--- src/rtl/ssc_pkg.sv ---
// Shared types and constants for the sphere-sphere contact core.
package ssc_pkg;

	localparam int NumAxes   = 3;
	localparam int SqrtSteps = 32;
	localparam int DivSteps  = 31;
	localparam int DivLanes  = 2 * NumAxes;
	// clock edges from the accepting edge to the edge that takes the result
	localparam int Latency   = 69;

	localparam logic [29:0] FallbackReset = 30'd32768;
	localparam logic [14:0] NormOne       = 15'd16384;

	// per-transaction context carried down the pipeline
	typedef struct packed {
		logic [NumAxes-1:0][31:0] pa;
		logic [NumAxes-1:0]       neg;
		logic [NumAxes-1:0][30:0] mag;
		logic [29:0]              ra;
		logic [30:0]              rsum;
		logic                     contact;
	} ctx_t;

	// square root cell payload
	typedef struct packed {
		ctx_t        ctx;
		logic [63:0] rad;
		logic [33:0] rem;
		logic [31:0] root;
	} sqrt_t;

	// divider cell payload: lanes 0..2 normal, 3..5 contact point
	typedef struct packed {
		ctx_t                      ctx;
		logic [31:0]               dist_len;
		logic [DivLanes-1:0][31:0] rem;
		logic [DivLanes-1:0][30:0] num;
		logic [DivLanes-1:0][30:0] quo;
	} div_t;

endpackage

--- src/rtl/ssc_div_cell.sv ---
// One restoring division step across all six quotient lanes.
module ssc_div_cell (
	input  logic         clk,
	input  logic         arst_n,
	input  logic         in_valid,
	input  ssc_pkg::div_t in_data,
	output logic         out_valid,
	output ssc_pkg::div_t out_data
);
	import ssc_pkg::*;

	logic [DivLanes-1:0][32:0] rem_sh;
	div_t nxt;
	logic valid_q;
	div_t data_q;

	// shift in the next numerator bit and subtract the distance if it fits
	always_comb begin
		nxt = in_data;
		for (int l = 0; l < DivLanes; l++) begin
			rem_sh[l] = {in_data.rem[l], in_data.num[l][30]};
			nxt.num[l] = {in_data.num[l][29:0], 1'b0};
			if (rem_sh[l] >= {1'b0, in_data.dist_len}) begin
				nxt.rem[l] = 32'(rem_sh[l] - {1'b0, in_data.dist_len});
				nxt.quo[l] = {in_data.quo[l][29:0], 1'b1};
			end else begin
				nxt.rem[l] = rem_sh[l][31:0];
				nxt.quo[l] = {in_data.quo[l][29:0], 1'b0};
			end
		end
	end

	// advance valid
	always_ff @(posedge clk or negedge arst_n) begin
		if (!arst_n) begin
			valid_q <= 1'b0;
		end else begin
			valid_q <= in_valid;
		end
	end

	// advance payload
	always_ff @(posedge clk) begin
		data_q <= nxt;
	end

	assign out_valid = valid_q;
	assign out_data  = data_q;
endmodule

--- config.mk ---
export PLATFORM = sky130hd
export DESIGN_NAME = ssc_div_cell
export DESIGN_NICKNAME = d
export VERILOG_FILES = /design/src/rtl/ssc_pkg.sv /design/src/rtl/ssc_div_cell.sv
export SDC_FILE = /design/constraint.sdc
export NUM_CORES = 1
export LEC_CHECK = 0
export BUFFER_PORTS_ARGS = -buffer_cell sky130_fd_sc_hd__buf_2
export CAP_MARGIN = 20
export CORE_AREA = 2 2 662 664
export DETAILED_ROUTE_END_ITERATION = 6
export DIE_AREA = 0 0 664 666
export GPL_TIMING_DRIVEN = 0
export MAX_ROUTING_LAYER = met4
export PLACE_DENSITY = 0.3
export RECOVER_POWER = 25
export REMOVE_ABC_BUFFERS = 1
export SLEW_MARGIN = 20
export SYNTH_ARGS = -nofsm -noshare
export SYNTH_HDL_FRONTEND = slang
export SYNTH_SLANG_ARGS = --single-unit
--- constraint.sdc ---
create_clock -name clk -period 0.8 [get_ports clk]
set_clock_uncertainty 0.15 [all_clocks]
set_input_delay 0.16 -clock clk [delete_from_list [all_inputs] [get_ports clk]]
set_output_delay 0.16 -clock clk [all_outputs]
set_load 0.05 [all_outputs]
Word-level counts from Yosys, hierarchy flattened
Cells that the tools add are included.

Bits in registers: 845. Input bits: 853.

Add/subtract/negate cells: 6. $lt $le $gt $ge: 6. Mux-type cells: 12.

Operator list (count): 33-bit by 32-bit greater-or-equal comparator with 1-bit output (6); 32-bit 2-to-1 mux (6); 32-bit subtractor (6); 1-bit 2-to-1 mux (6).

Longest topological paths before layout
Gate-level depths: netlist of run 1.

Depth after elaboration: 2. Depth in mapped cells: 14. Gate-level depth less buffers: 12.

Worst setup path after synthesis of run 1
OpenSTA, ideal clock, no wires.

Path kind: input-to-reg. Start point: input port in_data[565] (netlist name). End point: register data_q (netlist bit out_data[475]). Arrival time: 2.733 ns. Setup slack: -2.207 ns. Cell stages on the path: 11. Path buffers: 1. Path through: inv_1 > ha_1 > nor2b_1 > o31a_1 > o311a_1 > a221oi_4 > o21ai_1 > a211o_1 > a21oi_4 > buf_4 > mux2_1.

RTL lines: start: declaration (line ssc_div_cell.sv:6) `input ssc_pkg::div_t in_data,`; end signal: assignment (line ssc_div_cell.sv:44) `data_q <= nxt;`; end: declaration (line ssc_div_cell.sv:15) `div_t data_q;`.

==> flow_summary.toml, run 1 <==
[die]
dieHeight_um = 666
die_width_um = 664
start_util_pct = 6.803
core_um2 = 436000
rows = 243
fp.dieArea_um2 = 442200
ioPinCount = 1704

[synthesis]
synth_cell_type_count = 75
avgSynthCellArea_um2 = 10.81
synth_top_cells_by_count = "dfxtp_1, a21oi_1, ha_1, nor2_1, nand2_1"
synth.largest_area_cell = "dfxtp_1"
yosysMostFrequentCell = "dfxtp_1"
synth_seq_area_share_pct = 57.05
ys_top_cells_by_area = "dfxtp_1, ha_1, a21oi_1, mux2_2, xnor2_1"
synth-seq-cells = 845
synth_edf_count = 0
netlist_area_um2 = 29660
yosys_warnings = 0
synth_cells = 2743
synth_top_area_share_pct = 56.97
synthFlopType = "dfxtp_1"
async_flop_share_pct = 0.1183

[global_routing]
grt_pass1_wl_um = 442900
grt_overflow = 0
track_usage_pct = 16.31
grt_max_degree = 32
first_global_vias = 36460
antenna_found_initial = 236

[clock_network]
cts_tree = "built"
cts.sinks = 845
htree_levels = 4
cts_buffers = 136
clockRootBuffer = "clkbuf_16"
cts_buffer_depth = 4
clk_pin_slew_worst_paths_ns = 0.06

[power_and_ir_drop]
p_leak_nw = 29.32
clkPwrFrac_pct = 38.9
p_sw_mw = 61.57
p_comb_share_pct = 32.0
max-vdd-ir-drop_uv = 1295
power.density_nw_per_um2 = 2352
seqPwrFrac_pct = 29.1
p_int_mw = 101.9
switching_share_pct = 37.67

[layout]
fin_nets = 7070
layout-drive-gt1-share_pct = 44.28
syn_to_final_growth_pct = 134.2
fin_cells = 11960

[routing]
drt_iter0_markers = 2014
via_count = 36500
drc = 0
drt-vias-per-instance = 3.051
totalWireLength_um = 369700
wl_per_cell_um = 30.90
antenna_left = 0
firstDrtPassIters = 5

[min_path]
whs_path_depth = 1
holdCritPathClass = "input port to flop"

[placement]
port_buffers = 1691
gp_congestion = 1.012
dp_hpwl_um = 316900
dp.cells = 10160
place_ws_ns = -5.453

[timing]
fin_ws_ns = -1.888
hold_viol = 150
fmax_ghz = 0.3720
period_minus_slack_ns = 2.688
slew_viol_final = 0
whs_ns = -0.6812
relSlewSlack_pct = 52.35
fin_crit_sh_pct = 336.0
rsz0062_at_grt = "true"
setup_viol = 1430
worst_slew_pin_slew_ns = 0.7197

[critical_path]
cp.required_ns = 1.33
endpoint_kind = "flop"
setup.worst_path.class = "input port to flop"
crit_top_cell = "a311oi_2"
slowest_stage = "dlygate4sd3_1"
crit_chain = "buf_2, dlygate4sd3_1, ha_4, and3_2, and4_1, a311oi_2, o21a_1, o31ai_4, a41o_4, buf_4, and3b_1, a311oi_2, nand2_2"
cp_max_fo = 7
critPathMaxStageDelay_ns = 0.74
cp.arrival_ns = 3.22
startpoint_type = "input port"

[job]
maxCapViolations = 0

[outcome]
violations = "hold timing, setup timing"
status = "finished, violations left"
## registers in the layout, indices dropped and copies added, names as in the netlist
| register | flops |
|---|---|
| out_data | 844 |
| out_valid | 1 |
## per-layer routing
metal | up-vias | track usage [%] | part of all wire, %
met3 | 632 | 3.372 | 5.7
met1 | 17810 | 16.21 | 35
met4 | 0 | 7.201 | 6.0
met2 | 1690 | 30.55 | 53
met5 | - | - | 0
li1 | 16360 | - | -
## layout make-up
| cell class | instances | area (um^2) |
|---|---|---|
| Sequential cell | 845 | 16920 |
| Clock buffer | 179 | 3829 |
| Multi-Input combinational cell | 1731 | 15620 |
| Inverter | 94 | 504.2 |
| Clock inverter | 62 | 779.5 |
| Tap cell | 5757 | 7203 |
| Timing Repair Buffer | 3211 | 24400 |
| Fill cell | 49200 | 366500 |
| Antenna cell | 85 | 212.7 |
## per-stage QoR
step | cell area, um^2 | power [mW] | hold slack (ns) | utilization (%) | TNS [ns]
2_1_floorplan | 29280 | 70.82 | -0.2856 | - | -607.57
3_3_place_gp | 44940 | 89.43 | -0.2074 | 10.31 | -1382.53
3_5_place_dp | 45820 | 89.70 | -0.2089 | 10.51 | -1036.93
4_1_cts | 66130 | 164.8 | -0.7652 | 15.17 | -1263.95
5_1_grt | 69370 | 170.1 | -0.7489 | 15.91 | -1250.47
6_report | 69470 | 163.4 | -0.6812 | 15.93 | -1184.71
## cell families after synthesis
kind of cell | count (synthesis) | share of synthesized area, %
AO/OA/AOI/OAI | 692 | 14.48
XOR/XNOR | 158 | 4.666
adder cells (fa/ha/maj) | 198 | 8.505
buffers and inverters | 179 | 2.540
flip-flops | 845 | 57.05
multiplexers | 96 | 3.590
other | 1 | 0.01264
AND/OR/NAND/NOR | 574 | 9.158
## worst max-delay path: cells and delay by family
kind                     cells  cell delay [ns]
AND/OR/NAND/NOR              4             0.72
buffers and inverters        3             0.98
AO/OA/AOI/OAI                5             1.04
adder cells (fa/ha/maj)      1             0.29
## cells in the final DEF, fill, tap and decap left out, drive strengths merged, types with 83 or more instances in the layout
master       count
buf           1923
dlygate4sd3   1263
dfxtp          844
a21oi          248
clkbuf         204
ha             192
nor2           190
nand2          147
o21ai          145
a21o           101
inv             97
xnor2           93
diode           85
mux2            83
## power groups by stage
stage | clock, mW | combinational (mW) | sequential (mW)
finish | 63.6 | 52.3 | 47.6
global route | 67.5 | 54.7 | 47.9
CTS | 66.6 | 50.5 | 47.7
detailed placement | 0 | 41.2 | 48.5
global placement | 0 | 40.9 | 48.6
floorplan | 0 | 9.18 | 61.6
## worst paths after layout
check | start | slack (ns) | endpoint
min in group asynchronous | arst_n | 0.18 | out_valid
max | in_data[552] | -1.89 | out_data[562]
min | in_data[566] | -0.68 | out_data[566]
max in group asynchronous | arst_n | 0.21 | out_valid
## repair_timing
| action | CTS | global route |
|---|---|---|
| hold buffers | 1246 | 71 |
| hold endpoints to repair | 846 | 282 |
| setup buffers | 111 | 99 |
| resized for setup | 444 | 465 |
| cloned | 14 | 8 |
| pin swaps | 70 | 112 |
| endpoints found under the setup margin | 1043 | 1160 |
Note: power is estimated with default switching activity, not from simulation.
==> run 2: changes to the inputs <==
--- a/constraint.sdc
+++ b/constraint.sdc
@@ -4,2 +4,2 @@
 set_output_delay 0.16 -clock clk [all_outputs]
-set_load 0.05 [all_outputs]
+set_load 0.1 [all_outputs]
==> run 2 against run 1 <==
  * The flow still finishes with violations (hold timing, setup timing)
  * Sequential cell count is the same
  * First-iteration DRC count is the same
  * Non-clock buffer count shrank 5
  * Die area is the same
  * Critical path depth is the same
  * Combinational power grew 28%
  * Sequential power is essentially flat
  * Clock power is essentially flat
  * Setup slack gained 0.0094 ns
  * Count of clock-buffer cells in the layout is the same
  * Highest routed layer unchanged
  * Design area is essentially flat
  * Worst hold slack gained 0.0016 ns
==> flow_summary.toml, run 2 (same netlist as run 1, synthesis figures left out) <==
[outcome]
violations = "hold timing, setup timing"
status = "finished, violations left"

[layout]
fin_cells = 11960
mostFrequentLayoutCells = "buf_2, dlygate4sd3_1, dfxtp_1, a21oi_1, clkbuf_16"
largest_register_ffs = 844
layout-drive-gt1-share_pct = 44.16
syn_to_final_growth_pct = 134.4
final_util_pct = 15.94
n_fill_cell = 49190
final_area_um2 = 69520
multi_input_area_um2 = 15580
layout.cells.most_common = "buf_2"
fin_nets = 7065
register_area_um2 = 16940

[placement]
dp.cells = 10160
port_buffers = 1691
post_dp_cell_area_um2 = 45820
gp_congestion = 1.012
dp_hpwl_um = 316900

[routing]
drc = 0
wl_per_cell_um = 30.91
drt_iter0_markers = 2014
firstDrtPassIters = 5
drt-vias-per-instance = 3.056
totalWireLength_um = 369700
via_count = 36550
antenna_left = 0

[die]
core_um2 = 436000
fp.dieArea_um2 = 442200
ioPinCount = 1704
die_width_um = 664
rows = 243
start_util_pct = 6.803
dieHeight_um = 666

[clock_network]
cts.sinks = 845
htree_levels = 4
clk_pin_slew_worst_paths_ns = 0.06
clockRootBuffer = "clkbuf_16"
cts_buffers = 136
cts_buffer_depth = 4
cts_tree = "built"

[critical_path]
cp.arrival_ns = 3.21
setup.worst_path.class = "input port to flop"
endpoint_kind = "flop"
startpoint_type = "input port"
cp.required_ns = 1.33
cp_max_fo = 7

[timing]
rsz0062_at_grt = "true"
slew_viol_final = 0
fin_ws_ns = -1.879
setup_viol = 1441
hold_viol = 154
whs_ns = -0.6796
fmax_ghz = 0.3733
worst_slew_pin_slew_ns = 0.9539
period_minus_slack_ns = 2.679
relSlewSlack_pct = 36.85
fin_crit_sh_pct = 334.8

[power_and_ir_drop]
clkPwrFrac_pct = 35.7
power.density_nw_per_um2 = 2562
total_power_mw = 178.1
seqPwrFrac_pct = 26.7
switching_share_pct = 42.83
p_leak_nw = 29.33
p_comb_share_pct = 37.6
max-vdd-ir-drop_uv = 1693
p_int_mw = 101.8
p_sw_mw = 76.27

[min_path]
holdCritPathClass = "input port to flop"

[global_routing]
antenna_found_initial = 236
met1_usage_pct = 16.23
grtUsageMet3_pct = 3.360
grt_overflow = 0
grt_use_met2_pct = 30.55
top_usage_layer = "met2"
grt_max_degree = 32
track_usage_pct = 16.32
grt_pass1_wl_um = 443000
first_global_vias = 36460

[job]
maxCapViolations = 0
[run 2: cell count changes in the layout (fill, tap and decap cells not counted), sizes merged]
cell | previous run | this run
clkbuf | 204 | 205
buf | 1923 | 1917
[run 2: path summary, 6_finish.rpt]
| check | from | end | slack [ns] | depth (start not counted) |
|---|---|---|---|---|
| max in group asynchronous | arst_n | out_valid | 0.21 | 3 |
| max | in_data[552] | out_data[562] | -1.88 | 13 |
| min | in_data[566] | out_data[566] | -0.68 | 1 |
| min in group asynchronous | arst_n | out_valid | 0.18 | 3 |
[run 2: area by class of cell]
| cell class | instances | area share [%] |
|---|---|---|
| inverters | 94 | 0.7217 |
| flip-flops and latches | 845 | 24.37 |
| well taps | 5757 | 10.36 |
| multi-input cells | 1731 | 22.42 |
| clock buffers | 179 | 5.508 |
| clock inverters | 62 | 1.121 |
| diodes | 85 | 0.3060 |
| repair buffers | 3206 | 35.19 |
[run 2: worst max-delay path, stage by stage]
cell,delay (ns)
buf_2,0.09
dlygate4sd3_1,0.73
ha_4,0.29
and3_2,0.25
and4_1,0.20
a311oi_2,0.23
o21a_1,0.21
o31ai_4,0.09
a41o_4,0.28
buf_4,0.15
and3b_1,0.17
a311oi_2,0.25
nand2_2,0.09
[run 2: metrics by stage]
stage	setup slack (ns)	TNS [ns]
3_3_place_gp	-8.401	-1522.87
3_5_place_dp	-5.453	-1177.25
6_report	-1.879	-1321.14
5_1_grt	-1.893	-1386.41
4_1_cts	-1.857	-1401.59
2_1_floorplan	-3.499	-879.34
[run 2: power groups by stage]
stage	sequential, mW	clock (mW)	combinational, mW
global placement	48.6	0	55.5
finish	47.6	63.6	66.9
floorplan	76.1	0	9.24
global route	47.9	67.6	69.3
detailed placement	48.5	0	55.8
CTS	47.7	66.6	65.1
[run 2: timing repair]
item,4_1_cts,5_1_grt
hold buffers,1245,70
gates cloned,14,8
resized for setup,459,476
endpoints found under the hold margin,846,283
setup endpoints to repair,1043,1160
pin swaps,70,114
setup buffers,111,95
[run 2: per-layer routing]
metal | wire length (um) | share of wire, %
met2 | 196300 | 53
met3 | 21890 | 5.9
met5 | 0 | 0
met1 | 129100 | 35
met4 | 22400 | 6.1
==> run 3: changes to the inputs <==
- BUFFER_PORTS_ARGS: -buffer_cell sky130_fd_sc_hd__buf_2 -> -buffer_cell sky130_fd_sc_hd__buf_4
- SLEW_MARGIN: 20 -> not set
- clock period: 0.8 -> 2.82 ns (I/O delays scaled with it)
==> run 3 against run 2 <==
  * The flow finishes with violations (setup timing)
  * Power decreased by 72%
  * Combinational power decreased by 71%
  * Count of clock-buffer cells in the layout decreased by 3
  * Worst hold slack improved by 0.77 ns
  * Core utilization decreased by 0.52 points
  * Die area unchanged
  * Design area decreased by 3.2%
  * Sequential cell count unchanged
  * Via count decreased by 6.3%
  * Wire length decreased by 0.25%
  * Largest cell class unchanged
==> flow_summary.toml, run 3 (same netlist as run 1, synthesis figures left out) <==
[routing]
wl_per_cell_um = 32.11
wl_met3_um = 22420
drc = 0
via_count = 34260
drt_iter0_markers = 1965
totalWireLength_um = 368700
firstDrtPassIters = 5
antenna_left = 0
highest_layer = "met4"
wl_met2_um = 196100
met1_length_um = 128000
drt-vias-per-instance = 2.984

[placement]
gp_congestion = 0.9918
post_dp_cell_area_um2 = 49790
port_buffers = 1691
dp.cells = 10140
dp_hpwl_um = 315000

[power_and_ir_drop]
clkPwrFrac_pct = 35.3
max-vdd-ir-drop_uv = 526.3
p_sw_mw = 21.55
total_power_mw = 50.40
p_leak_nw = 28.58
seqPwrFrac_pct = 26.8
power.density_nw_per_um2 = 749.3
p_comb_share_pct = 37.9
p_int_mw = 28.85
switching_share_pct = 42.75

[layout]
register_area_um2 = 16920
mostFrequentLayoutCells = "buf_4, dfxtp_1, dlygate4sd3_1, clkbuf_4, a21oi_1"
layout.cells.most_common = "buf_4"
fin_cells = 11480
multi_input_area_um2 = 14120
layout-drive-gt1-share_pct = 44.40
largest_register_ffs = 844
syn_to_final_growth_pct = 126.8
fin_nets = 6591
final_util_pct = 15.43
n_fill_cell = 49180
final_area_um2 = 67260

[critical_path]
cp.arrival_ns = 3.71
startpoint_type = "input port"
cp_max_fo = 8
cp.required_ns = 3.35
setup.worst_path.class = "input port to flop"
endpoint_kind = "flop"

[timing]
fin_crit_sh_pct = 112.7
setup_viol = 148
rsz0062_at_grt = "true"
slew_viol_final = 0
fin_ws_ns = -0.3595
hold_viol = 0
fmax_ghz = 0.3145
relSlewSlack_pct = 46.34
worst_slew_pin_slew_ns = 0.8050
period_minus_slack_ns = 3.180
whs_ns = 0.09428

[outcome]
violations = "setup timing"
status = "finished, violations left"

[die]
dieHeight_um = 666
fp.dieArea_um2 = 442200
start_util_pct = 6.803
core_um2 = 436000
die_width_um = 664
rows = 243
ioPinCount = 1704

[clock_network]
cts_buffer_depth = 4
clk_pin_slew_worst_paths_ns = 0.06
cts.sinks = 845
clockRootBuffer = "clkbuf_16"
cts_buffers = 134
htree_levels = 4
cts_tree = "built"

[min_path]
whs_path_depth = 4
min_to = "out_data[468]"
hp-start = "in_data[309]"
holdCritPathClass = "input port to flop"

[global_routing]
track_usage_pct = 16.32
grt_max_degree = 23
grt_pass1_wl_um = 441000
first_global_vias = 34920
antenna_found_initial = 213
grt_overflow = 0

[job]
maxCapViolations = 0
[run 3: critical path, stage by stage]
cell	delay, ns
buf_16	0.12
clkinvlp_4	0.11
buf_12	0.16
ha_4	0.21
nor2b_4	0.12
o31a_1	0.26
o311a_4	0.38
a221oi_4	0.26
buf_12	0.18
o21ai_4	0.06
a211o_1	0.37
a21oi_4	0.17
buf_12	0.18
buf_16	0.16
mux2_4	0.32
[run 3: metrics by stage]
stage	setup WS (ns)	TNS, ns
after global routing	-0.3699	-27.65
after floorplan	-1.883	-205.36
after CTS	-0.4207	-22.19
after detailed placement	-3.368	-475.49
after global placement	-6.360	-819.77
final	-0.3595	-25.11
[run 3: cell type report]
| type | count | share of cell area [%] |
|---|---|---|
| well taps | 5757 | 10.71 |
| repair buffers | 2739 | 35.43 |
| clock buffers | 176 | 5.506 |
| flip-flops and latches | 845 | 25.16 |
| diodes | 87 | 0.3237 |
| inverters | 94 | 0.7404 |
| clock inverters | 60 | 1.140 |
| multi-input cells | 1726 | 20.99 |
[run 3: how the worst max path moves through the flow]
| stage | from | end | slack [ns] | cells after the start |
|---|---|---|---|---|
| CTS | in_data[565] | out_data[439] | -0.42 | 16 |
| detailed placement | in_data[565] | out_data[445] | -3.37 | 16 |
| finish | in_data[565] | out_data[475] | -0.36 | 15 |
| floorplan | in_data[571] | out_data[439] | -1.88 | 10 |
| global route | in_data[565] | out_data[439] | -0.37 | 16 |
| global placement | in_data[565] | out_data[445] | -6.36 | 11 |
[run 3: power groups by stage]
stage	combinational [mW]	sequential (mW)	clock, mW
final	19.1	13.5	17.8
after global routing	19.8	13.6	18.9
after CTS	19.0	13.5	18.7
after detailed placement	16.8	13.8	0
after global placement	16.7	13.8	0
after floorplan	2.62	21.6	0
[run 3: layer usage]
layer  up-vias  GRT usage [%]
met5         -              -
met4         0          7.467
met3       557          3.573
met2      1594          30.40
met1     16740          16.14
li1      15370              -
[run 3: repair_timing]
item	CTS	global route
resized for setup	359	300
cloned	11	12
hold buffers	839	3
setup buffers	106	75
pin swaps	63	118
endpoints found under the setup margin	198	196
endpoints found under the hold margin	838	3
