===== src/rtl/ssc_pkg.sv =====
// Shared types and constants for the sphere-sphere contact core.
package ssc_pkg;

	localparam int NumAxes   = 3;
	localparam int SqrtSteps = 32;
	localparam int DivSteps  = 31;
	localparam int DivLanes  = 2 * NumAxes;
	// clock edges from the accepting edge to the edge that takes the result
	localparam int Latency   = 69;

	localparam logic [29:0] FallbackReset = 30'd32768;
	localparam logic [14:0] NormOne       = 15'd16384;

	// per-transaction context carried down the pipeline
	typedef struct packed {
		logic [NumAxes-1:0][31:0] pa;
		logic [NumAxes-1:0]       neg;
		logic [NumAxes-1:0][30:0] mag;
		logic [29:0]              ra;
		logic [30:0]              rsum;
		logic                     contact;
	} ctx_t;

	// square root cell payload
	typedef struct packed {
		ctx_t        ctx;
		logic [63:0] rad;
		logic [33:0] rem;
		logic [31:0] root;
	} sqrt_t;

	// divider cell payload: lanes 0..2 normal, 3..5 contact point
	typedef struct packed {
		ctx_t                      ctx;
		logic [31:0]               dist_len;
		logic [DivLanes-1:0][31:0] rem;
		logic [DivLanes-1:0][30:0] num;
		logic [DivLanes-1:0][30:0] quo;
	} div_t;

endpackage


===== src/rtl/ssc_sqrt_cell.sv =====
// One restoring square root step: two radicand bits in, one root bit out.
module ssc_sqrt_cell (
	input  logic          clk,
	input  logic          arst_n,
	input  logic          in_valid,
	input  ssc_pkg::sqrt_t in_data,
	output logic          out_valid,
	output ssc_pkg::sqrt_t out_data
);
	import ssc_pkg::*;

	logic [35:0] rem_sh;
	logic [35:0] trial;
	sqrt_t       nxt;
	logic        valid_q;
	sqrt_t       data_q;

	// bring down two bits and try to subtract the trial root
	always_comb begin
		rem_sh = {in_data.rem, in_data.rad[63:62]};
		trial  = {2'b00, in_data.root, 2'b01};
		nxt     = in_data;
		nxt.rad = {in_data.rad[61:0], 2'b00};
		if (rem_sh >= trial) begin
			nxt.rem  = 34'(rem_sh - trial);
			nxt.root = {in_data.root[30:0], 1'b1};
		end else begin
			nxt.rem  = rem_sh[33:0];
			nxt.root = {in_data.root[30:0], 1'b0};
		end
	end

	// advance valid
	always_ff @(posedge clk or negedge arst_n) begin
		if (!arst_n) begin
			valid_q <= 1'b0;
		end else begin
			valid_q <= in_valid;
		end
	end

	// advance payload
	always_ff @(posedge clk) begin
		data_q <= nxt;
	end

	assign out_valid = valid_q;
	assign out_data  = data_q;
endmodule


===== config.mk =====
export PLATFORM = sky130hd
export DESIGN_NAME = ssc_sqrt_cell
export DESIGN_NICKNAME = d
export VERILOG_FILES = /design/src/rtl/ssc_pkg.sv /design/src/rtl/ssc_sqrt_cell.sv
export SDC_FILE = /design/constraint.sdc
export NUM_CORES = 1
export LEC_CHECK = 0
export BUFFER_PORTS_ARGS = -buffer_cell sky130_fd_sc_hd__buf_2
export CAP_MARGIN = 20
export CORE_AREA = 10 10 293 295
export DETAILED_ROUTE_END_ITERATION = 8
export DIE_AREA = 0 0 303 305
export PLACE_DENSITY_LB_ADDON = 0.1
export SYNTH_ARGS = -nofsm -noshare
export SYNTH_HDL_FRONTEND = slang
export SYNTH_SLANG_ARGS = --single-unit

===== constraint.sdc =====
create_clock -name clk -period 0.8 [get_ports clk]
set_input_delay 0 -clock clk [delete_from_list [all_inputs] [get_ports clk]]
set_output_delay 0 -clock clk [all_outputs]
set_load 0.03 [all_outputs]

=== Word-level counts from Yosys, hierarchy flattened ===
Index checks and enable logic that the tools add are counted.

* Add/sub/neg operators: 1
* Multiply operators: 0
* Divide/modulo/power cells: 0
* Magnitude comparators: 1
* Equality and inequality tests: 0
* Shift-type cells: 0
* Mux-type cells: 1
* Bitwise gates (word level): 0
* Reductions and logical operators: 0

{| class="wikitable"
|+ Operators by type and width
! kind !! count
|-
| $mux 66 || 1
|-
| $ge 36x34->1 || 1
|-
| $sub 34x34->34 || 1
|}

* Bits in registers: 383
* Bits in latches: 0
* Bits in writable memories: 0
* Memory bits (read-only): 0
* Input bits: 387
* Output and inout bits: 385
* Memories kept: 0

=== Logic depth before layout (Yosys ltp) ===
Gate-level depths: netlist of run 1.

* Depth after elaboration: 2
* Gate-level depth with buffers: 13
* Gate-level depth less buffers: 10

=== Worst setup path after synthesis of run 1 ===
Ideal clock, no wire load.

* Path type: input port to flip-flop
* Start: in in_data[9] (netlist bit)
* End: reg data_q (netlist bit out_data[59])
* Data arrival time: 1.998 ns
* Setup slack: -1.320 ns
* Cell stages on the path: 10
* Buffers on the path: 0
* Cells stage by stage: inv_1 -> ha_1 -> a21o_1 -> a31o_1 -> a211oi_4 -> o211ai_2 -> a21bo_2 -> mux2i_1 -> o221ai_1 -> mux2_4

{| class="wikitable"
|+ RTL lines
! item !! line !! RTL
|-
| start: declaration || ssc_sqrt_cell.sv:6 || <nowiki>input ssc_pkg::sqrt_t in_data,</nowiki>
|-
| end signal: assignment || ssc_sqrt_cell.sv:44 || <nowiki>data_q <= nxt;</nowiki>
|-
| end: declaration || ssc_sqrt_cell.sv:16 || <nowiki>sqrt_t data_q;</nowiki>
|}

==> results of run 1 <==
==> placed cells by master (no fill, tap or decap), types with 11 or more instances in the layout <==
cell / n
sky130_fd_sc_hd__o21ai_2: 20
sky130_fd_sc_hd__ha_4: 22
sky130_fd_sc_hd__xnor2_1: 13
sky130_fd_sc_hd__dfxtp_2: 377
sky130_fd_sc_hd__buf_2: 369
sky130_fd_sc_hd__a21oi_1: 20
sky130_fd_sc_hd__inv_1: 26
sky130_fd_sc_hd__xor2_1: 11
sky130_fd_sc_hd__nand2_1: 38
sky130_fd_sc_hd__buf_8: 33
sky130_fd_sc_hd__dlygate4sd3_1: 437
sky130_fd_sc_hd__diode_2: 13
sky130_fd_sc_hd__clkbuf_16: 51
sky130_fd_sc_hd__buf_6: 370
sky130_fd_sc_hd__nand2_2: 14
sky130_fd_sc_hd__a21o_1: 19
sky130_fd_sc_hd__nor2_1: 15
sky130_fd_sc_hd__o21ai_0: 11
sky130_fd_sc_hd__buf_4: 143
sky130_fd_sc_hd__o21ai_1: 14
==> power breakdown <==
part / switching [mW] / total [mW] / internal (mW) / leakage [nW]
combinational: 6.41 / 13.1 / 6.70 / 7.90
sequential: 0.738 / 21.4 / 20.7 / 3.24
clock: 9.17 / 23.4 / 14.2 / 0.824
total: 16.3 / 57.9 / 41.6 / 12.0
==> what timing repair did <==
action | CTS | global route
setup buffers | 18 | 7
cloned | 3 | 4
pin swaps | 41 | 44
hold buffers | 426 | 11
gates resized for setup | 1277 | 68
endpoints found under the hold margin | 383 | 18
endpoints found under the setup margin | 418 | 418
==> path summary, 6_finish.rpt <==
kind	from	end	slack, ns	depth (start not counted)
max	in_data[5]	out_data[59]$_DFF_P_	-0.86	12
min	in_data[32]	out_data[34]$_DFF_P_	-0.39	3
max in group asynchronous	arst_n	out_valid$_DFF_PN0_	0.40	3
min in group asynchronous	arst_n	out_valid$_DFF_PN0_	0.30	3
==> state kept, by name, summed over array words and instances, names as in the netlist <==
name and flops:
out_valid 1, out_data 382
==> critical path, delay by kind of cell <==
family / cells / cell delay (ns)
AOI/OAI and AO/OA: 5 / 1.18
adders and majority gates: 1 / 0.21
buffers and inverters: 4 / 0.40
muxes: 1 / 0.29
and+or+nand+nor: 1 / 0.06
==> Yosys cell counts (2+ instances only) <==
library cell	instances	area share
sky130_fd_sc_hd__buf_2	6	0.0030
sky130_fd_sc_hd__o31ai_1	4	0.0030
sky130_fd_sc_hd__nand4_1	6	0.0037
sky130_fd_sc_hd__nor3_1	10	0.0049
sky130_fd_sc_hd__and3_1	2	0.0012
sky130_fd_sc_hd__mux2i_1	4	0.0039
sky130_fd_sc_hd__and2_2	2	0.0015
sky130_fd_sc_hd__nand2_1	58	0.021
sky130_fd_sc_hd__o31a_1	2	0.0017
sky130_fd_sc_hd__a21o_1	19	0.014
sky130_fd_sc_hd__o221ai_1	2	0.0017
sky130_fd_sc_hd__a31oi_1	4	0.0025
sky130_fd_sc_hd__a21boi_0	2	0.0015
sky130_fd_sc_hd__nor2_1	18	0.0067
sky130_fd_sc_hd__clkbuf_2	2	0.00099
sky130_fd_sc_hd__a31o_1	2	0.0017
sky130_fd_sc_hd__o21ai_0	41	0.020
sky130_fd_sc_hd__buf_4	2	0.0015
sky130_fd_sc_hd__nand2b_1	5	0.0031
sky130_fd_sc_hd__ha_1	34	0.042
sky130_fd_sc_hd__clkbuf_1	4	0.0015
sky130_fd_sc_hd__o21ai_1	4	0.0020
sky130_fd_sc_hd__and2_1	3	0.0019
sky130_fd_sc_hd__nand3_1	6	0.0030
sky130_fd_sc_hd__o41ai_2	3	0.0048
sky130_fd_sc_hd__inv_1	42	0.016
sky130_fd_sc_hd__a21oi_1	28	0.014
sky130_fd_sc_hd__xor2_1	13	0.011
sky130_fd_sc_hd__and3_2	3	0.0022
sky130_fd_sc_hd__dfxtp_1	382	0.75
sky130_fd_sc_hd__xnor2_1	14	0.012
sky130_fd_sc_hd__o211ai_1	2	0.0015
sky130_fd_sc_hd__o21a_1	3	0.0022
==> cells by family (layout without fill, tap and decap cells) <==
logic type	after synthesis	in the layout	synth area share
simple gates	120	120	0.0553
flops	383	383	0.756
fa+ha+maj	34	34	0.0419
other cells	1	15	0.000370
xor+xnor	27	27	0.0233
mux	5	5	0.00543
compound gates	133	135	0.0919
buf+inv	59	1495	0.0254
==> cell type report <==
cell class / count / area, um^2 / share of cell area
clock inverters: 19 / 304 / 0.0115
diodes: 13 / 32.5 / 0.00123
multi-input cells: 323 / 2920 / 0.110
clock buffers: 69 / 1400 / 0.0528
well taps: 1060 / 1330 / 0.0499
inverters: 43 / 204 / 0.00768
flip-flops and latches: 383 / 8160 / 0.307
repair buffers: 1364 / 12200 / 0.460
==> routing by layer <==
metal  GRT usage  share of wire  up-vias
met4      0.0578          0.040       20
met2       0.260           0.51      471
li1            -              -     5381
met3      0.0568          0.090      128
met1       0.150           0.36     5272
met5           0         0.0019        -
==> results.txt, run 1 <==
----------------------------------------------------
[Yosys]
  Syn_area_per_cell ... between 10 and 15 um^2
  Post-Synthesis Cells ... between 700 and 800
  Total of warnings raised by yosys ... 0
  Fraction of the yosys area taken by sequential cells ... 0.756
  Proportion of synthesized flip-flops having asynchronous set or reset ... 0.00261
  Unique cell type count in the Yosys netlist ... 63
  Cell area after technology mapping ... 0.0101 mm^2
  Number of flops mapped to enable cells by yosys ... 0
  Flip-flop and latch count after synthesis ... around 380
  Most instantiated flip-flop cell in the synthesis netlist ... sky130_fd_sc_hd__dfxtp_1

[Critical path]
  CP max FO ... 6
  Cell with the biggest individual delay on the critical path ... sky130_fd_sc_hd__o41ai_4
  Kind of capture point of the worst setup path ... flip-flop
  WP data arrival ... between 2 and 2.5 ns
  Critical path class ... in2reg
  Delay of the slowest cell on the worst path ... between 0.3 and 0.4 ns
  Launching element type of the critical path ... primary input
  Worst Path Required ... between 1 and 1.5 ns
  Cell Chain, Critical Path ... buf_8 > inv_4 > ha_4 > a21oi_4 > nor2_4 > o41ai_4 > o211ai_1 > buf_4 > a211oi_4 > o21a_4 > clkinv_4 > mux2_4

[Clock network]
  Max H-tree Level ... 2
  Sink count of the clock tree ... between 300 and 400
  Clock tree from TritonCTS ... yes
  Maximum buffer depth of the clock tree ... 3
  Cell chosen for the clock root ... sky130_fd_sc_hd__clkbuf_16
  Clock transition time at the flip-flop clock pins of the worst setup and hold paths ... 0.06 ns
  Clock buffer count from CTS ... 48

[Cells and area]
  Final design utilization ... 0.332
  Layout area overhead ... 162%
  Nets@finish ... around 2.6k
  Post-Layout Cell Count ... between 3k and 4k
  Proportion of layout cells with a drive suffix above 1 ... 0.690
  Filler Cell Count ... 8077
  Final instance area ... about 0.027 mm^2

[Placement]
  Number of instances in the placed design ... 2710
  DP Wirelength ... 56200 um
  Port-buffer cells ... approximately 770
  Dpl cell area ... between 0.015 and 0.02 mm^2
  Final GP Congestion ... about 0.78
  Worst-case setup slack after placement ... -1.73 ns

[Timing]
  Peak Freq ... roughly 600 MHz
  Worst-case hold slack ... -0.394 ns
  Worst setup margin ... -0.864 ns
  Count of endpoints failing setup in the final report ... between 400 and 500
  Unrepaired setup endpoints after global routing ... yes
  Final critical delay including setup and external delays ... about 1.7 ns
  Period utilization ... 2.08
  Setup Total Neg Slack ... -121.29 ns
  Final hold viol count ... 8
  Slew Limit Fails ... 0

[Global route]
  Global-route wire length before repair ... a little under 100000 um
  Residual overflow from global routing ... 0
  Overall routing resource usage ... 0.146
  Initial antenna violation count ... 30
  Number of global-route vias before repair ... 12.5k
  Pin count of the biggest net entering global routing ... 25

[Die]
  Initial core utilization ... 0.127
  Row count ... between 100 and 150
  I/O pin cnt ... just under 800
  Full die area ... slightly above 0.09 mm^2
  Core Area ... 0.0799 mm^2
  Vertical die dimension ... about 310 um
  Die Width ... between 300 and 400 um

[Detailed routing]
  Via/cell ratio ... between 3 and 4
  Detailed router's first-iteration violation count ... ~310
  Routed length per instance ... approximately 22 um
  Final Routed Wirelength ... 71200 um
  Initial DRT Pass Iterations ... 6
  Routed via count ... ~11k
  DRC violation count after routing ... 0
  Final antenna-violating net count ... 0

[Pwr]
  Overall power ... 57.9 mW
  Static Leakage ... roughly 12 nW
  VDD IR max ... 1.76 mV
  Areal power density over the cells ... about 2200 mW/mm^2

[Min path]
  Class of the tightest hold or removal check ... in2reg

[Run status]
  Run status ... finished with violations
  Violated checks ... negative hold slack, negative setup slack

[Flow run]
  Max-capacitance violation count ... 0

----------------------------------------------------
Note: power is estimated with default switching activity, not from simulation.
==> run 2, diff against run 1 <==
- SKIP_LAST_GASP: not set -> 1
==> run 2 against run 1 <==
Net effect: the run still ends with negative hold slack, negative setup slack left; sequential share of layout area increased by 0.076 points; flip-flop and latch count unchanged; utilization decreased by 0.082 points; global-route usage about the same; via count decreased by 0.14%; combinational power about the same; die area unchanged; total power decreased by 0.21%; hold slack improved by 0.022 ns; critical endpoint unchanged; largest cell class unchanged; highest routed layer unchanged.
==> results.txt, run 2 (synthesized netlist as in run 1, its figures left out) <==
----------------------------------------------------
[Placement]
  DP Wirelength ... 56200 um (unchanged)
  Final GP Congestion ... 0.780 (unchanged)
  Number of instances in the placed design ... 2710 (unchanged)
  Worst-case setup slack after placement ... -1.73 ns (unchanged)
  Port-buffer cells ... 769 (unchanged)
  Dpl cell area ... 0.0165 mm^2 (unchanged)

[Detailed routing]
  Final Routed Wirelength ... 71100 um (-0.10%)
  DRC violation count after routing ... 0 (unchanged)
  Routed length per instance ... 21.7 um (-0.10%)
  Via/cell ratio ... 3.44 (-0.14%)
  Routed via count ... 11.3k (-0.14%)
  Initial DRT Pass Iterations ... 4 (-2)
  Final antenna-violating net count ... 0 (unchanged)
  Detailed router's first-iteration violation count ... 312 (-0.32%)

[Timing]
  Count of endpoints failing setup in the final report ... 418 (unchanged)
  Unrepaired setup endpoints after global routing ... yes
  Worst setup margin ... -0.888 ns (-0.0238 ns)
  Peak Freq ... 592 MHz (-1.4%)
  Final hold viol count ... 7 (-1)
  Final critical delay including setup and external delays ... 1.69 ns (+0.0238 ns)
  Slew Limit Fails ... 0 (unchanged)
  Period utilization ... 2.11 (+0.0297)
  Worst-case hold slack ... -0.372 ns (+0.0218 ns)

[Cells and area]
  Post-Layout Cell Count ... 3274 (unchanged)
  Final instance area ... 0.0265 mm^2 (-0.25%)
  Top library cells by usage in the layout, fill and taps aside ... 438 x sky130_fd_sc_hd__dlygate4sd3_1, 377 x sky130_fd_sc_hd__dfxtp_2, 372 x sky130_fd_sc_hd__buf_6
  Area taken by multi-input logic gates ... 0.00287 mm^2 (-1.5%)
  Final design utilization ... 0.332 (-0.000815)
  Leading cell type in the layout, fill and taps excluded ... sky130_fd_sc_hd__dlygate4sd3_1
  Nets@finish ... 2583 (-0.039%)
  Area used by sequential logic in the layout ... 0.00816 mm^2 (unchanged)
  Proportion of layout cells with a drive suffix above 1 ... 0.684 (-0.00560)
  Filler Cell Count ... 8078 (+0.012%)
  Layout area overhead ... 161%
  Number of flip-flops under the largest register name ... 382 (unchanged)

[Global route]
  Pin count of the biggest net entering global routing ... 25 (unchanged)
  Initial antenna violation count ... 29 (-3.3%)
  GR Layer Usage met2 ... 0.259 (-0.000470)
  Met3 global-route usage ... 0.0561 (-0.000638)
  Met1 GRT Util ... 0.151 (+0.000716)
  Most Crowded Layer GR ... met2
  Global-route wire length before repair ... 96000 um (about the same)
  Overall routing resource usage ... 0.146 (about the same)
  Number of global-route vias before repair ... 12.4k (-0.40%)
  Residual overflow from global routing ... 0 (unchanged)

[Critical path]
  WP data arrival ... 2.18 ns (+0.02 ns)
  Critical path class ... in2reg
  Launching element type of the critical path ... primary input
  CP max FO ... 5 (-1)
  Kind of capture point of the worst setup path ... flip-flop
  Delay of the slowest cell on the worst path ... 0.34 ns (+0.02 ns)
  Cell with the biggest individual delay on the critical path ... sky130_fd_sc_hd__o41ai_4
  Cell Chain, Critical Path ... buf_8 > inv_6 > ha_4 > a21o_1 > o41ai_4 > o211ai_1 > buf_4 > a211oi_4 > o21a_4 > clkinv_4 > mux2_4
  Worst Path Required ... 1.29 ns (about the same)

[Pwr]
  VDD IR max ... 1.78 mV (+1.2%)
  Static Leakage ... 11.9 nW (-0.19%)
  Areal power density over the cells ... 2180 mW/mm^2 (about the same)

[Die]
  Core Area ... 0.0799 mm^2 (unchanged)
  Full die area ... 0.0924 mm^2 (unchanged)
  Initial core utilization ... 0.127 (unchanged)
  Vertical die dimension ... 305 um (unchanged)
  Die Width ... 303 um (unchanged)
  I/O pin cnt ... 772 (unchanged)
  Row count ... 104 (unchanged)

[Clock network]
  Cell chosen for the clock root ... sky130_fd_sc_hd__clkbuf_16
  Max H-tree Level ... 2 (unchanged)
  Maximum buffer depth of the clock tree ... 3 (unchanged)
  Clock buffer count from CTS ... 48 (unchanged)
  Sink count of the clock tree ... 383 (unchanged)
  Clock tree from TritonCTS ... yes
  Clock transition time at the flip-flop clock pins of the worst setup and hold paths ... 0.06 ns (about the same)

[Flow run]
  Max-capacitance violation count ... 0 (unchanged)

[Run status]
  Violated checks ... negative hold slack, negative setup slack
  Run status ... finished with violations

[Min path]
  Class of the tightest hold or removal check ... in2reg

----------------------------------------------------
-- run 2: changes by cell type in the layout (fill, tap and decap cells not counted), moves of 3 or more --
cell                      before  now
sky130_fd_sc_hd__inv_1        26   29
sky130_fd_sc_hd__o21ai_1      14   21
sky130_fd_sc_hd__o21ai_2      20   13
sky130_fd_sc_hd__inv_2         8    5
sky130_fd_sc_hd__ha_1         10   13
sky130_fd_sc_hd__buf_2       369  366
-- run 2: power breakdown --
part	internal [mW]	total [mW]	switching, mW	leakage [nW]
logic	6.65	13.0	6.38	7.87
registers	20.7	21.4	0.738	3.24
clock network	14.2	23.3	9.14	0.824
total	41.5	57.8	16.3	11.9
-- run 2: critical path, delay by kind of cell --
kind / cells / cell delay, ns
AOI/OAI and AO/OA: 5 / 1.27
buffers and inverters: 4 / 0.37
muxes: 1 / 0.29
adders and majority gates: 1 / 0.25
-- run 2: worst paths after layout --
check / endpoint / cells past startpoint / startpoint
max in group asynchronous: out_valid$_DFF_PN0_ / 3 / arst_n
setup / recovery: out_data[59]$_DFF_P_ / 11 / in_data[7]
min in group asynchronous: out_valid$_DFF_PN0_ / 3 / arst_n
hold / removal: out_data[49]$_DFF_P_ / 3 / in_data[47]
-- run 2: layer usage --
metal | up-vias | wire [um]
met5 | - | 115
met4 | 18 | 2900
met3 | 125 | 6230
met2 | 470 | 36000
met1 | 5265 | 25900
li1 | 5378 | -
-- run 2: repair_timing --
action,4_1_cts,5_1_grt
hold endpoints to repair,383,18
resized for setup,1266,67
pin swaps,40,44
buffers inserted,18,6
cloned,3,3
endpoints found under the setup margin,418,418
hold buffers,425,13
-- run 2: cell type report --
cell class | count | area share
Inverter | 43 | 0.00770
Tap cell | 1060 | 0.0501
Clock inverter | 19 | 0.0115
Antenna cell | 14 | 0.00132
Clock buffer | 69 | 0.0529
Multi-Input combinational cell | 323 | 0.108
Sequential cell | 383 | 0.308
Timing Repair Buffer | 1363 | 0.460
-- run 2: per-stage QoR --
| stage | hold slack [ns] | TNS, ns | power [mW] |
|---|---|---|---|
| after CTS | -0.539 | -142.01 | 58.7 |
| after global routing | -0.414 | -144.54 | 60.4 |
| after detailed placement | -0.222 | -57.92 | 30.2 |
| after global placement | -0.223 | -56.51 | 30.2 |
| after floorplan | -0.296 | -34.89 | 25.8 |
| final | -0.372 | -122.51 | 57.8 |
==> run 3, diff against run 2 <==
- PLACE_DENSITY: not set -> 0.43
- PLACE_DENSITY_LB_ADDON: 0.1 -> not set
==> run 3 against run 2 <==
Net effect: the run still ends with negative hold slack, negative setup slack left; worst setup slack worse by 0.032 ns; clock-buffer cell count is 5 lower; critical path depth rose by 1; via count fell by 0.23%; final area shrank 1.9%; first-iteration DRC count up 38%; total power is 0.59% lower; critical path type unchanged.
==> results.txt, run 3 (synthesized netlist as in run 1, its figures left out) <==
----------------------------------------------------
[Cells and area]
  Area used by sequential logic in the layout ... 0.00817 mm^2 (+0.14%)
  Nets@finish ... 2512 (-2.7%)
  Area taken by multi-input logic gates ... 0.00300 mm^2 (+4.7%)
  Layout area overhead ... 156%
  Top library cells by usage in the layout, fill and taps aside ... 382 x sky130_fd_sc_hd__dlygate4sd3_1, 372 x sky130_fd_sc_hd__buf_2, 371 x sky130_fd_sc_hd__dfxtp_2
  Proportion of layout cells with a drive suffix above 1 ... 0.708 (+0.0242)
  Post-Layout Cell Count ... 3204 (-2.1%)
  Filler Cell Count ... 7911 (-2.1%)
  Final instance area ... 0.0260 mm^2 (-1.9%)
  Number of flip-flops under the largest register name ... 382 (unchanged)
  Leading cell type in the layout, fill and taps excluded ... sky130_fd_sc_hd__dlygate4sd3_1
  Final design utilization ... 0.325 (-0.00628)

[Timing]
  Rel. slew slack ... 0.481
  Period utilization ... 2.15 (+0.0394)
  Final hold viol count ... 9 (+2)
  Slew Limit Fails ... 0 (unchanged)
  Unrepaired setup endpoints after global routing ... yes
  Final critical delay including setup and external delays ... 1.72 ns (+0.0315 ns)
  Worst slew pin tran ... 0.772 ns
  Count of endpoints failing setup in the final report ... 418 (unchanged)
  Peak Freq ... 582 MHz (-1.8%)
  Worst setup margin ... -0.919 ns (-0.0315 ns)
  Worst-case hold slack ... -0.455 ns (-0.0825 ns)

[Min path]
  Class of the tightest hold or removal check ... in2reg
  Worst Hold Depth ... 1 (-2)
  Worst hold path startpoint ... in_data[9]
  Worst Hold Endpoint ... out_data[10]$_DFF_P_

[Die]
  I/O pin cnt ... 772 (unchanged)
  Initial core utilization ... 0.127 (unchanged)
  Die Width ... 303 um (unchanged)
  Full die area ... 0.0924 mm^2 (unchanged)
  Vertical die dimension ... 305 um (unchanged)
  Core Area ... 0.0799 mm^2 (unchanged)
  Row count ... 104 (unchanged)

[Placement]
  Number of instances in the placed design ... 2687 (-0.85%)
  DP Wirelength ... 56600 um (+0.69%)
  Worst-case setup slack after placement ... -1.81 ns (-0.0811 ns)
  Dpl cell area ... 0.0163 mm^2 (-1.1%)
  Final GP Congestion ... 0.935 (+20%)
  Port-buffer cells ... 769 (unchanged)

[Global route]
  Global-route wire length before repair ... 101000 um (+4.7%)
  GR Layer Usage met2 ... 0.270 (+0.0108)
  Overall routing resource usage ... 0.151 (+0.00582)
  Residual overflow from global routing ... 0 (unchanged)
  Met1 GRT Util ... 0.163 (+0.0121)
  Most Crowded Layer GR ... met2
  Pin count of the biggest net entering global routing ... 14 (-44%)
  Met3 global-route usage ... 0.0596 (+0.00347)
  Initial antenna violation count ... 24 (-17%)
  Number of global-route vias before repair ... 12.7k (+2.0%)

[Detailed routing]
  Final antenna-violating net count ... 0 (unchanged)
  Initial DRT Pass Iterations ... 6 (+2)
  Via/cell ratio ... 3.50 (+1.9%)
  DRC violation count after routing ... 0 (unchanged)
  Final Routed Wirelength ... 73400 um (+3.2%)
  Routed length per instance ... 22.9 um (+5.5%)
  Detailed router's first-iteration violation count ... 430 (+38%)
  Routed via count ... 11.2k (-0.23%)

[Clock network]
  Clock transition time at the flip-flop clock pins of the worst setup and hold paths ... 0.06 ns (about the same)
  Clock tree from TritonCTS ... yes
  Cell chosen for the clock root ... sky130_fd_sc_hd__clkbuf_16
  Max H-tree Level ... 2 (unchanged)
  Clock buffer count from CTS ... 46 (-4.2%)
  Sink count of the clock tree ... 383 (unchanged)
  Maximum buffer depth of the clock tree ... 3 (unchanged)

[Pwr]
  Areal power density over the cells ... 2210 mW/mm^2 (+1.3%)
  Static Leakage ... 11.7 nW (-1.7%)
  VDD IR max ... 1.56 mV (-12%)
  Overall power ... 57.4 mW (-0.59%)

[Critical path]
  Critical path class ... in2reg
  Kind of capture point of the worst setup path ... flip-flop
  Launching element type of the critical path ... primary input
  CP max FO ... 4 (-1)
  WP data arrival ... 2.18 ns (about the same)
  Worst Path Required ... 1.26 ns (-0.03 ns)

[Run status]
  Run status ... finished with violations
  Violated checks ... negative hold slack, negative setup slack

[Flow run]
  Max-capacitance violation count ... 0 (unchanged)

----------------------------------------------------
run 3: area by class of cell:
| type | count | area share |
|---|---|---|
| timing repair buffer | 1294 | 0.446 |
| clock inverter | 22 | 0.0132 |
| multi-input combinational | 323 | 0.116 |
| clock buffer | 64 | 0.0504 |
| tap | 1060 | 0.0510 |
| inverter | 43 | 0.00727 |
| antenna | 15 | 0.00144 |
| sequential | 383 | 0.315 |
run 3: power by group:
part | leakage, nW | internal [mW] | switching (mW)
Sequential | 3.24 | 20.7 | 0.769
Clock | 0.806 | 13.9 | 9.07
Combinational | 7.69 | 6.52 | 6.55
Total | 11.7 | 41.1 | 16.4
run 3: worst max-delay path by stage:
| stage | endpoint | slack (ns) | start |
|---|---|---|---|
| floorplan | out_data[59]$_DFF_P_ | -1.15 | in_data[41] |
| global placement | out_data[63]$_DFF_P_ | -1.72 | in_data[12] |
| detailed placement | out_data[63]$_DFF_P_ | -1.81 | in_data[4] |
| CTS | out_data[58]$_DFF_P_ | -0.88 | in_data[35] |
| global route | out_data[58]$_DFF_P_ | -0.97 | in_data[35] |
| finish | out_data[59]$_DFF_P_ | -0.92 | in_data[34] |
run 3: worst max-delay path, cell delays in order:
cell and delay, ns:
sky130_fd_sc_hd__buf_4 0.12, sky130_fd_sc_hd__ha_4 0.27, sky130_fd_sc_hd__nand4_1 0.16, sky130_fd_sc_hd__nor4_4 0.33
sky130_fd_sc_hd__buf_4 0.17, sky130_fd_sc_hd__nand2_4 0.04, sky130_fd_sc_hd__o311ai_4 0.24, sky130_fd_sc_hd__a211oi_4 0.09
sky130_fd_sc_hd__o21a_4 0.27, sky130_fd_sc_hd__buf_12 0.14, sky130_fd_sc_hd__inv_8 0.04, sky130_fd_sc_hd__mux2_4 0.28
run 3: through the flow:
| stage | TNS (ns) | hold slack, ns |
|---|---|---|
| floorplan | -34.89 | -0.296 |
| global placement | -57.99 | -0.224 |
| detailed placement | -60.37 | -0.224 |
| CTS | -135.65 | -0.515 |
| global route | -139.46 | -0.506 |
| finish | -116.47 | -0.455 |
run 3: routing by layer:
layer / wire [um] / part of all wire / vias to the layer above
met1: 26800 / 0.37 / 5362
met5: 80 / 0.0011 / -
met2: 37300 / 0.51 / 525
met3: 7210 / 0.098 / 99
met4: 1970 / 0.027 / 12
li1: - / - / 5232
run 3: repair_timing:
action / in CTS / in global routing
cloned: 7 / 1
hold buffers: 377 / 5
endpoints found under the setup margin: 418 / 418
hold endpoints to repair: 383 / 14
gates resized for setup: 1307 / 66
pin swaps: 36 / 33
buffers inserted: 22 / 11
